[config.mk]
export PLATFORM = sky130hd
export DESIGN_NAME = sms_merge
export DESIGN_NICKNAME = d
export VERILOG_FILES = /design/src/rtl/core/sms_pkg.sv /design/src/rtl/core/sms_merge.sv
export VERILOG_INCLUDE_DIRS = /design/src /design/src/rtl/core
export SDC_FILE = /design/constraint.sdc
export NUM_CORES = 1
export LEC_CHECK = 0
export ABC_AREA = 1
export BUFFER_PORTS_ARGS = -buffer_cell sky130_fd_sc_hd__clkbuf_2
export CORE_ASPECT_RATIO = 2
export CORE_UTILIZATION = 30
export DETAILED_ROUTE_END_ITERATION = 10
export GPL_ROUTABILITY_DRIVEN = 0
export SLEW_MARGIN = 15
export SYNTH_ARGS = -nofsm -noshare
export SYNTH_HDL_FRONTEND = slang
export SYNTH_SLANG_ARGS = --single-unit
[constraint.sdc]
create_clock -name clk -period 4.1 [get_ports clk]
set_clock_uncertainty 0.05 [all_clocks]
set_input_delay 0.41 -clock clk [delete_from_list [all_inputs] [get_ports clk]]
set_output_delay 0.41 -clock clk [all_outputs]
set_load 0.005 [all_outputs]
[src/rtl/core/stable_merge_sorter_core_defines.svh]
// Assertion macros shared by the sorter core modules.
`ifndef STABLE_MERGE_SORTER_CORE_DEFINES_SVH
`define STABLE_MERGE_SORTER_CORE_DEFINES_SVH

// Check that cons holds in every cycle in which ante holds, outside reset.
`define SMS_ASSERT_IMPLY(lbl, ck, rn, ante, cons, msg) \
    lbl: assert property (@(posedge ck) disable iff (!rn) (ante) |-> (cons)) \
        else $error(msg);

// Check that cond holds in every cycle outside reset.
`define SMS_ASSERT_ALWAYS(lbl, ck, rn, cond, msg) \
    `SMS_ASSERT_IMPLY(lbl, ck, rn, 1'b1, cond, msg)

`endif

[src/rtl/core/sms_pkg.sv]
// Shared types and constants of the stable merge sorter core.
`default_nettype none

package sms_pkg;

    localparam int TAG_WIDTH   = 16;
    localparam int KEY_FIELD_W = 32;
    localparam int TDATA_WIDTH = 48;

    typedef enum logic [1:0] {
        ST_LOAD,
        ST_SORT,
        ST_EMIT
    } sms_state_t;

    typedef enum logic [1:0] {
        M_IDLE,
        M_PRIME,
        M_RUN
    } sms_mstate_t;

    // Top level to merge engine.
    typedef struct packed {
        logic start;
        logic signed_keys;
    } sms_ctl_t;

    // Merge engine to top level.
    typedef struct packed {
        logic done;
        logic src_sel;
    } sms_sts_t;

endpackage

`default_nettype wire

[src/rtl/core/sms_merge.sv]
// Bottom-up merge engine: ping-pongs runs between the two banks.
`default_nettype none
`include "stable_merge_sorter_core_defines.svh"

module sms_merge #(
    parameter int MAX_ENTRIES = 64,
    parameter int KEY_WIDTH   = 32
) (
    input  wire logic                           clk,
    input  wire logic                           rst_n,
    input  wire sms_pkg::sms_ctl_t              ctl,
    input  wire logic [$clog2(MAX_ENTRIES+1)-1:0] n_in,
    input  wire logic [KEY_WIDTH+sms_pkg::TAG_WIDTH-1:0] rdata_a,
    input  wire logic [KEY_WIDTH+sms_pkg::TAG_WIDTH-1:0] rdata_b,
    output sms_pkg::sms_sts_t                   sts,
    output logic [$clog2(MAX_ENTRIES)-1:0]      raddr_a,
    output logic [$clog2(MAX_ENTRIES)-1:0]      raddr_b,
    output logic                                we,
    output logic [$clog2(MAX_ENTRIES)-1:0]      waddr,
    output logic [KEY_WIDTH+sms_pkg::TAG_WIDTH-1:0] wdata
);

    localparam int CW = $clog2(MAX_ENTRIES + 1);
    localparam int AW = $clog2(MAX_ENTRIES);
    localparam int SW = CW + 2;
    localparam int TW = sms_pkg::TAG_WIDTH;
    localparam int EW = KEY_WIDTH + TW;

    sms_pkg::sms_mstate_t state_reg, state_next;
    logic [CW-1:0] n_reg, n_next;
    logic [CW-1:0] lo_reg, lo_next;
    logic [SW-1:0] w_reg, w_next;
    logic [CW-1:0] a_reg, a_next;
    logic [CW-1:0] b_reg, b_next;
    logic [CW-1:0] a_end_reg, a_end_next;
    logic [CW-1:0] b_end_reg, b_end_next;
    logic [CW-1:0] out_reg, out_next;
    logic          src_reg, src_next;
    logic          signed_reg, signed_next;
    logic          done_reg, done_next;

    logic [SW-1:0]        lw_sum;
    logic [SW-1:0]        l2w_sum;
    logic [SW-1:0]        w_dbl;
    logic [CW-1:0]        mid_pt;
    logic [CW-1:0]        stop_pt;
    logic                 a_ok;
    logic                 b_ok;
    logic [KEY_WIDTH-1:0] sign_flip;
    logic [KEY_WIDTH-1:0] ka;
    logic [KEY_WIDTH-1:0] kb;
    logic                 take_b;
    logic [CW-1:0]        a_nx;
    logic [CW-1:0]        b_nx;
    logic                 pair_end;

    // Run bounds of the pair that starts at lo.
    assign w_dbl   = w_reg << 1;
    assign lw_sum  = SW'(lo_reg) + w_reg;
    assign l2w_sum = SW'(lo_reg) + w_dbl;
    assign mid_pt  = (lw_sum < SW'(n_reg)) ? CW'(lw_sum) : n_reg;
    assign stop_pt = (l2w_sum < SW'(n_reg)) ? CW'(l2w_sum) : n_reg;

    // Flip the sign bit so that an unsigned compare gives the signed order.
    assign sign_flip = {signed_reg, {(KEY_WIDTH-1){1'b0}}};
    assign ka        = rdata_a[EW-1:TW] ^ sign_flip;
    assign kb        = rdata_b[EW-1:TW] ^ sign_flip;
    assign a_ok      = a_reg < a_end_reg;
    assign b_ok      = b_reg < b_end_reg;
    // Take the right run only on a strict greater-than to keep ties stable.
    assign take_b    = b_ok && (!a_ok || (ka > kb));
    assign a_nx      = a_reg + CW'(!take_b);
    assign b_nx      = b_reg + CW'(take_b);
    assign pair_end  = (out_reg + CW'(1)) == b_end_reg;

    assign we    = (state_reg == sms_pkg::M_RUN);
    assign waddr = out_reg[AW-1:0];
    assign wdata = take_b ? rdata_b : rdata_a;

    assign sts.done    = done_reg;
    assign sts.src_sel = src_reg;

    always_comb
    begin
        case (state_reg)
            sms_pkg::M_PRIME:
            begin
                raddr_a = lo_reg[AW-1:0];
                raddr_b = mid_pt[AW-1:0];
            end
            sms_pkg::M_RUN:
            begin
                raddr_a = a_nx[AW-1:0];
                raddr_b = b_nx[AW-1:0];
            end
            default:
            begin
                raddr_a = '0;
                raddr_b = '0;
            end
        endcase
    end

    always_comb
    begin
        state_next  = state_reg;
        n_next      = n_reg;
        lo_next     = lo_reg;
        w_next      = w_reg;
        a_next      = a_reg;
        b_next      = b_reg;
        a_end_next  = a_end_reg;
        b_end_next  = b_end_reg;
        out_next    = out_reg;
        src_next    = src_reg;
        signed_next = signed_reg;
        done_next   = 1'b0;
        case (state_reg)
            sms_pkg::M_IDLE:
            begin
                if (ctl.start)
                begin
                    n_next      = n_in;
                    signed_next = ctl.signed_keys;
                    src_next    = 1'b0;
                    lo_next     = '0;
                    w_next      = SW'(1);
                    if (n_in < CW'(2))
                    begin
                        done_next = 1'b1;
                    end
                    else
                    begin
                        state_next = sms_pkg::M_PRIME;
                    end
                end
            end
            sms_pkg::M_PRIME:
            begin
                a_next     = lo_reg;
                b_next     = mid_pt;
                a_end_next = mid_pt;
                b_end_next = stop_pt;
                out_next   = lo_reg;
                state_next = sms_pkg::M_RUN;
            end
            sms_pkg::M_RUN:
            begin
                a_next   = a_nx;
                b_next   = b_nx;
                out_next = out_reg + CW'(1);
                if (pair_end)
                begin
                    if (l2w_sum >= SW'(n_reg))
                    begin
                        // Pass over: swap banks and double the run length.
                        src_next = !src_reg;
                        lo_next  = '0;
                        w_next   = w_dbl;
                        if (w_dbl >= SW'(n_reg))
                        begin
                            done_next  = 1'b1;
                            state_next = sms_pkg::M_IDLE;
                        end
                        else
                        begin
                            state_next = sms_pkg::M_PRIME;
                        end
                    end
                    else
                    begin
                        lo_next    = CW'(l2w_sum);
                        state_next = sms_pkg::M_PRIME;
                    end
                end
            end
            default:
            begin
                state_next = sms_pkg::M_IDLE;
            end
        endcase
    end

    always_ff @(posedge clk or negedge rst_n)
    begin
        if (!rst_n)
        begin
            state_reg  <= sms_pkg::M_IDLE;
            src_reg    <= 1'b0;
            done_reg   <= 1'b0;
            w_reg      <= SW'(1);
            signed_reg <= 1'b0;
        end
        else
        begin
            state_reg  <= state_next;
            src_reg    <= src_next;
            done_reg   <= done_next;
            w_reg      <= w_next;
            signed_reg <= signed_next;
        end
    end

    always_ff @(posedge clk)
    begin
        n_reg     <= n_next;
        lo_reg    <= lo_next;
        a_reg     <= a_next;
        b_reg     <= b_next;
        a_end_reg <= a_end_next;
        b_end_reg <= b_end_next;
        out_reg   <= out_next;
    end

    `SMS_ASSERT_ALWAYS(a_run_len_pow2, clk, rst_n, $onehot(w_reg), "run length not a power of two")
    `SMS_ASSERT_IMPLY(a_write_in_pair, clk, rst_n, state_reg == sms_pkg::M_RUN, (out_reg < b_end_reg) && (a_ok || b_ok), "merge write past pair end")

endmodule

`default_nettype wire

Word-level counts from Yosys, hierarchy flattened
Index checks and enable logic that the tools add are counted.
{"block": "word_totals", "in_bits": 107, "regBits": 63}
{"block": "classes", "n_lt_le_gt_ge": 8, "n_addsub": 5, "n_eq_ne": 7, "reduce_logical": 12, "muxes": 32, "bitwise": 2}
{"operator": "$xor A32 B32 Y32", "count": 2}
{"operator": "$pmux W7 S2", "count": 4}
{"operator": "$mux W48", "count": 1}
{"operator": "$mux W7", "count": 5}
{"operator": "$gt A32 B32 Y1", "count": 1}
{"operator": "$mux W9", "count": 3}
{"operator": "$pmux W6 S2", "count": 2}
{"operator": "$add A7 B9 Y9", "count": 2}
{"operator": "$ge A9 B7 Y1", "count": 2}
{"operator": "$lt A9 B7 Y1", "count": 2}
{"operator": "$pmux W9 S2", "count": 1}
{"operator": "$add A7 B1 Y7", "count": 2}
{"operator": "$lt A7 B7 Y1", "count": 2}
{"operator": "$mux W1", "count": 9}
{"operator": "$mux W2", "count": 4}
{"operator": "$add A7 B1 Y7 const B", "count": 1}
{"operator": "$eq A7 B7 Y1", "count": 1}
{"operator": "$lt A7 B2 Y1 const B", "count": 1}
{"operator": "$pmux W2 S3", "count": 1}
{"operator": "$reduce_and A3 Y1", "count": 2}
{"operator": "$ne A2 B1 Y1 const B", "count": 2}
{"operator": "$ne A2 B2 Y1 const B", "count": 2}
{"operator": "$pmux W1 S2", "count": 2}
{"operator": "$reduce_and A4 Y1", "count": 1}
{"operator": "other kinds (8)", "count": 11}

Longest topological paths before layout
Gate-level depths: netlist of run 1.
{"block": "depth", "word_depth": 7, "ltp_mapped": 25, "ltp_nobuf": 24}

Least setup slack after synthesis of run 1
Ideal clock, no wire load.
{"block": "synth_timing", "kind": "register to output", "from": "reg w_reg[0]", "to": "out raddr_b[5]", "path_stages_with_launch": 17, "slack_ns": 0.789, "path_buffers": 0, "t_arrival_ns": 2.851, "required_time_ns": 3.640, "cell_sequence": "dfstp_2 -> ha_1 -> inv_1 -> fa_1 -> inv_1 -> nand2_1 -> a21oi_1 -> a31oi_1 -> xnor2_1 -> ha_1 -> a21oi_1 -> nand3_1 -> nor2_4 -> nand2_2 -> nand2_1 -> nand3_1 -> a21oi_1"}
{"block": "synth_via", "elab_chain_cells": 4}
{"item": "start: declaration", "line_no": "sms_merge.sv:32", "source": "logic [SW-1:0] w_reg, w_next;"}
{"item": "start signal: assignment", "line_no": "sms_merge.sv:199", "source": "w_reg <= w_next;"}
{"item": "$add A7 B9 Y9 *", "line_no": "sms_merge.sv:59", "source": "assign lw_sum = SW'(lo_reg) + w_reg;"}
{"item": "$lt A9 B7 Y1", "line_no": "sms_merge.sv:61", "source": "assign mid_pt = (lw_sum < SW'(n_reg)) ? CW'(lw_sum) : n_reg;"}
{"item": "$mux W7 *", "line_no": "sms_merge.sv:61"}
{"item": "$pmux W6 S2 *", "line_no": "sms_merge.sv:85", "source": "case (state_reg)"}
{"item": "end: declaration", "line_no": "sms_merge.sv:17", "source": "output logic [$clog2(MAX_ENTRIES)-1:0] raddr_b,"}
Mark *: on every way between the ends. The rest lies on a longest branch, timed or not.

Worst setup path after layout of run 1
{"block": "layout_timing", "from": "reg w_reg[0]", "to": "out raddr_b[3]"}
Same word-level chain as after synthesis.

==> results.json, run 1 <==
{
  "relSlewSlack": 0.339,
  "die_x_um": 105,
  "vias_per_cell": 4.78,
  "netlist_area_um2": 6380,
  "initial_core_util": 0.305,
  "drt-initial-drc-count": 310,
  "core_area_um2": 20900,
  "startpoint_type": "flip-flop",
  "first_pass_iters": 4,
  "synth_seq_cells": 63,
  "die_area_um2": 21900,
  "synth_compound_area_frac": 0.0879,
  "root_buffer": "clkbuf_16",
  "max_cap_violations": 0,
  "final_common_cell": "nand2_1",
  "hold_viol": 0,
  "row_count": 75,
  "placed_area_um2": 7450,
  "slowest_delay_ns": 0.53,
  "finalCritPeriodShare": 0.948,
  "ios": 176,
  "synth_mux_area_frac": 0,
  "critical_path_class": "reg2out",
  "p_per_area_nw_per_um2": 884,
  "fin_area_um2": 7880,
  "clkTransAtPathRegs_ns": 0.05,
  "critPathArrivalTime_ns": 3.43,
  "syn-instance-count": 887,
  "clk_latency_ns": 0.32,
  "h-tree-depth": 3,
  "hpwlAfterDp_um": 16800,
  "grt_overflow_total": 0,
  "layout.nets": 1253,
  "grt_pass1_wl_um": 31500,
  "die_y_um": 208,
  "synth-xor-area-share": 0.0192,
  "grt_max_degree": 49,
  "synthTopCellsByArea": "edfxtp_1, nand2_1, ha_1",
  "cts_tree": "done",
  "synthAdderAreaFrac": 0.171,
  "synthArstFlopShare": 0.222,
  "timing.final.max_slew_violations": 0,
  "grt_usage": 0.188,
  "cts.sinks": 63,
  "grt_pass1_vias": 6338,
  "synth_top_family_by_area": "simple AND/OR/NAND/NOR gates",
  "vias": 6378,
  "remaining_drc_errors": 0,
  "yosysWarnings": 0,
  "synthDistinctLibCells": 44,
  "wl_per_cell_um": 15.1,
  "wl_um": 20100,
  "fin_crit_ns": 3.89,
  "layout-drive-gt1-share": 0.240,
  "crit_slowest_cell": "dfstp_2",
  "cp.required_ns": 3.64,
  "largest_register_ffs": 9,
  "syn_nets": 1080,
  "synth-simple-area-share": 0.331,
  "cts_max_path_buffers": 2,
  "synth_edf_count": 49,
  "path_cells": "ha_2 -> inv_1 -> fa_2 -> inv_1 -> nand2_1 -> a21oi_2 -> a31oi_1 -> xnor2_1 -> ha_1 -> a21oi_2 -> nand3_2 -> nor2_4 -> buf_6 -> buf_4 -> nand3b_1 -> nand3_1 -> a21oi_1 -> buf_2",
  "power.total_uw": 6970,
  "p_leak_uw": 0.00431,
  "antenna_found_initial": 0,
  "n_antenna_cell": 0,
  "synth_flop_cell": "edfxtp_1",
  "fin_setup_tns_ns": 0,
  "tightest_slew_ns": 0.992,
  "io_buffers": 175,
  "antenna_left": 0,
  "max-vdd-ir-drop_uv": 352,
  "final_cell_mix": "nand2_1, clkbuf_2, inv_1, ha_1, nand3_1",
  "yosysSeqAreaShare": 0.286,
  "fmax_ghz": 0.257,
  "min_path_type": "in2reg",
  "status": "finished clean",
  "synth.avg_cell_area_um2": 7.19,
  "end_kind": "primary output",
  "area_delta_synth_final_pct": 23.6,
  "cts_made_buffers": 9,
  "worstPathMaxFanout": 4,
  "synth_area_leader_cell": "edfxtp_1",
  "setup_violations": 0,
  "synth_top_cell_area_share": 0.231
}
[per-layer routing]
layer | share of wire | up-vias | GRT usage
li1 | - | 3248 | -
met5 | 0 | - | 0
met4 | 0.068 | 0 | 0.128
met1 | 0.31 | 2858 | 0.155
met3 | 0.039 | 59 | 0.0188
met2 | 0.58 | 213 | 0.396
[area by class of cell]
class                   count  area, um^2
fillers                  2227       13000
multi-input cells         673        3940
flip-flops and latches     63        1820
repair buffers            195        1030
inverters                 118         444
well taps                 269         337
clock buffers              10         229
clock inverters             6        75.1
[path summary, 6_finish.rpt]
kind | endpoint | cells past startpoint | startpoint | slack, ns
min in group asynchronous | w_reg[2]$_DFFE_PN0P_ | 2 | rst_n | 0.51
max reg2reg | b_reg[6]$_DFFE_PP_ | 18 | w_reg[0]$_DFFE_PN1P_ | 0.80
max in group asynchronous | w_reg[0]$_DFFE_PN1P_ | 2 | rst_n | 3.16
min | n_reg[0]$_DFFE_PP_ | 1 | n_in[0] | 0.22
min reg2reg | src_reg$_DFFE_PN0P_ | 2 | src_reg$_DFFE_PN0P_ | 0.46
max | raddr_b[3] | 18 | w_reg[0]$_DFFE_PN1P_ | 0.21
[power by group]
group	total [uW]	switching [uW]	internal, uW
Sequential	1440	266	1170
Clock	793	269	524
Combinational	4740	3020	1720
Total	6970	3550	3420
[per-stage QoR]
| step | cells | worst slack, ns | hold WS, ns | utilization |
|---|---|---|---|---|
| after global placement | 1309 | 0.280 | 0.314 | 0.356 |
| after global routing | 1334 | -0.0129 | 0.216 | 0.377 |
| after detailed placement | 1309 | 0.242 | 0.318 | 0.356 |
| final | 1334 | 0.213 | 0.219 | 0.377 |
| after CTS | 1326 | 0.00356 | 0.210 | 0.372 |
| after floorplan | 887 | 0.789 | 0.0644 | - |
[cells in the mapped netlist (3+ instances only)]
library cell	number
nand2_1	297
inv_1	116
ha_1	84
nand3_1	72
a21oi_1	49
edfxtp_1	49
nor2_1	41
o21ai_0	29
nand3_2	20
buf_4	14
dfrtp_1	13
nand3b_1	12
xor2_1	9
clkbuf_1	8
nand4_1	8
o21ai_1	8
buf_2	7
nand2_2	5
xnor2_1	5
nor2_2	4
nor3_1	4
nand2_4	3
o211ai_1	3
o21a_1	3
[what timing repair did]
action                                  CTS  global route
pin swaps                                 0            12
hold buffers                              1             0
resized for setup                         2            14
endpoints found under the setup margin    6             6
buffers inserted                          0             8
hold endpoints to repair                 13             0
[worst max-delay path, delay by kind of cell, from the launching register on]
kind,cells,cell delay [ns]
fa+ha+maj,3,0.82
flops,1,0.53
compound gates,4,0.53
simple gates,5,0.51
buf+inv,5,0.49
xor+xnor,1,0.24
[logic make-up (layout without fill, tap and decap cells)]
logic type | Yosys count | after routing
flops | 63 | 63
xor+xnor | 14 | 14
fa+ha+maj | 86 | 86
buf+inv | 151 | 329
simple gates | 470 | 470
compound gates | 103 | 103
Note: power is estimated with default switching activity, not from simulation.
==> run 2: changes to the inputs <==
--- a/config.mk
+++ b/config.mk
@@ -12,6 +12,7 @@
 export CORE_UTILIZATION = 30
 export DETAILED_ROUTE_END_ITERATION = 10
 export GPL_ROUTABILITY_DRIVEN = 0
+export GPL_TIMING_DRIVEN = 0
 export SLEW_MARGIN = 15
 export SYNTH_ARGS = -nofsm -noshare
 export SYNTH_HDL_FRONTEND = slang
==> results.json, run 2 (synthesis results as in run 1) <==
{
  "fin_crit_ns": 3.93,
  "remaining_drc_errors": 0,
  "pwr-share-seq": 0.199,
  "core_area_um2": 20900,
  "max-vdd-ir-drop_uv": 408,
  "n_antenna_cell": 0,
  "worstPathMaxFanout": 7,
  "instances_no_fill": 1355,
  "grt_usage": 0.191,
  "area_delta_synth_final_pct": 27.0,
  "wl_per_cell_um": 15.1,
  "fmax_ghz": 0.255,
  "tightest_slew_ns": 0.968,
  "path_cells": "ha_2 -> inv_1 -> fa_2 -> inv_1 -> nand2_1 -> a21oi_4 -> a31oi_4 -> xnor2_2 -> ha_1 -> a21oi_2 -> nand3_2 -> nor2_4 -> nand2_4 -> nand2_1 -> nand3_1 -> a21oi_2 -> clkbuf_2",
  "wl_um": 20500,
  "final_common_cell": "nand2_1",
  "cts_tree": "done",
  "post-route-util": 0.387,
  "p_per_area_nw_per_um2": 908,
  "layout-drive-gt1-share": 0.257,
  "first_pass_iters": 4,
  "clkTransAtPathRegs_ns": 0.05,
  "ios": 176,
  "root_buffer": "clkbuf_16",
  "combPwrFrac": 0.687,
  "drt-initial-drc-count": 271,
  "clk_latency_ns": 0.33,
  "status": "finished clean",
  "die_area_um2": 21900,
  "die_x_um": 105,
  "antenna_found_initial": 0,
  "hold_viol": 0,
  "hold_ws_ns": 0.209,
  "relSlewSlack": 0.355,
  "grt_max_degree": 23,
  "max_cap_violations": 0,
  "cts_made_buffers": 9,
  "min_path_type": "in2reg",
  "h-tree-depth": 3,
  "cts.sinks": 63,
  "largest_register_ffs": 9,
  "grt_pass1_vias": 6430,
  "grt_pass1_wl_um": 31800,
  "critical_path_class": "reg2out",
  "final_cell_mix": "nand2_1, clkbuf_2, inv_1, ha_1, nand3_1",
  "io_buffers": 175,
  "die_y_um": 208,
  "setup_violations": 0,
  "antenna_left": 0,
  "startpoint_type": "flip-flop",
  "p_leak_uw": 0.00441,
  "row_count": 75,
  "hpwlAfterDp_um": 17700,
  "place_inst": 1331,
  "clockPowerShare": 0.114,
  "grt_overflow_total": 0,
  "layout.nets": 1274,
  "r2r_setup_slack_ns": 0.62,
  "finalCritPeriodShare": 0.958,
  "slowest_delay_ns": 0.57,
  "initial_core_util": 0.305,
  "p_sw_uw": 3700,
  "timing.final.max_slew_violations": 0,
  "p_sw_frac": 0.503,
  "cp.required_ns": 3.64,
  "power.internal_uw": 3650,
  "crit_slowest_cell": "dfstp_2",
  "cts_max_path_buffers": 2,
  "fin_setup_tns_ns": 0,
  "end_kind": "primary output",
  "critPathArrivalTime_ns": 3.47,
  "vias_per_cell": 4.76,
  "vias": 6452
}
-- run 2: cell types whose count changed in the layout (fill, tap and decap cells not counted), sizes merged --
cell | previous run | this run
buf | 21 | 32
clkbuf | 183 | 196
clkinv | 6 | 3
-- run 2: final cells by class --
type | instances | area [um^2]
Tap cell | 269 | 337
Multi-Input combinational cell | 673 | 4000
Clock buffer | 13 | 260
Sequential cell | 63 | 1820
Fill cell | 2200 | 12800
Clock inverter | 3 | 65.1
Buffer | 33 | 229
Inverter | 118 | 444
Timing Repair Buffer | 183 | 942
-- run 2: per-stage QoR --
stage | area [um^2] | setup WS [ns] | power [uW]
floorplan | 6380 | 0.789 | 4580
global placement | 7590 | 0.127 | 6360
detailed placement | 7590 | 0.0792 | 6430
CTS | 7960 | 0.0159 | 7320
global route | 8100 | -0.0388 | 8100
finish | 8100 | 0.172 | 7350
-- run 2: power by group through the flow --
stage	registers, uW	logic, uW	clock network [uW]
after floorplan	1340	3240	0
after global placement	1480	4880	0
after detailed placement	1480	4950	0
after CTS	1470	5000	847
after global routing	1500	5720	876
final	1460	5050	836
-- run 2: timing repair --
item	in CTS	in global routing
gates resized for setup	5	21
buffers inserted	2	5
hold buffers	1	0
hold endpoints to repair	13	0
setup endpoints to repair	6	7
pin swaps	3	9
-- run 2: worst max-delay path: cells and delay by family, from the launching register on --
family	cells	cell delay (ns)
adder cells (fa/ha/maj)	3	0.84
flip-flops	1	0.57
AND/OR/NAND/NOR	6	0.62
buffers and inverters	3	0.25
XOR/XNOR	1	0.16
AO/OA/AOI/OAI	4	0.71
-- run 2: path summary, 6_finish.rpt --
path                       cells after the start                  from                    to
setup / recovery                              17  w_reg[0]$_DFFE_PN1P_            raddr_b[2]
hold / removal                                 1               n_in[0]    n_reg[0]$_DFFE_PP_
setup reg to reg                              16  w_reg[0]$_DFFE_PN1P_    b_reg[6]$_DFFE_PP_
hold reg to reg                                2   src_reg$_DFFE_PN0P_   src_reg$_DFFE_PN0P_
max in group asynchronous                      2                 rst_n  w_reg[0]$_DFFE_PN1P_
min in group asynchronous                      2                 rst_n  w_reg[8]$_DFFE_PN0P_
-- run 2: per-layer routing --
metal,wire length [um],vias to the layer above,track usage
met5,0,-,0
li1,-,3295,-
met3,666,67,0.0175
met4,1560,0,0.144
met2,11900,205,0.401
met1,6320,2885,0.156
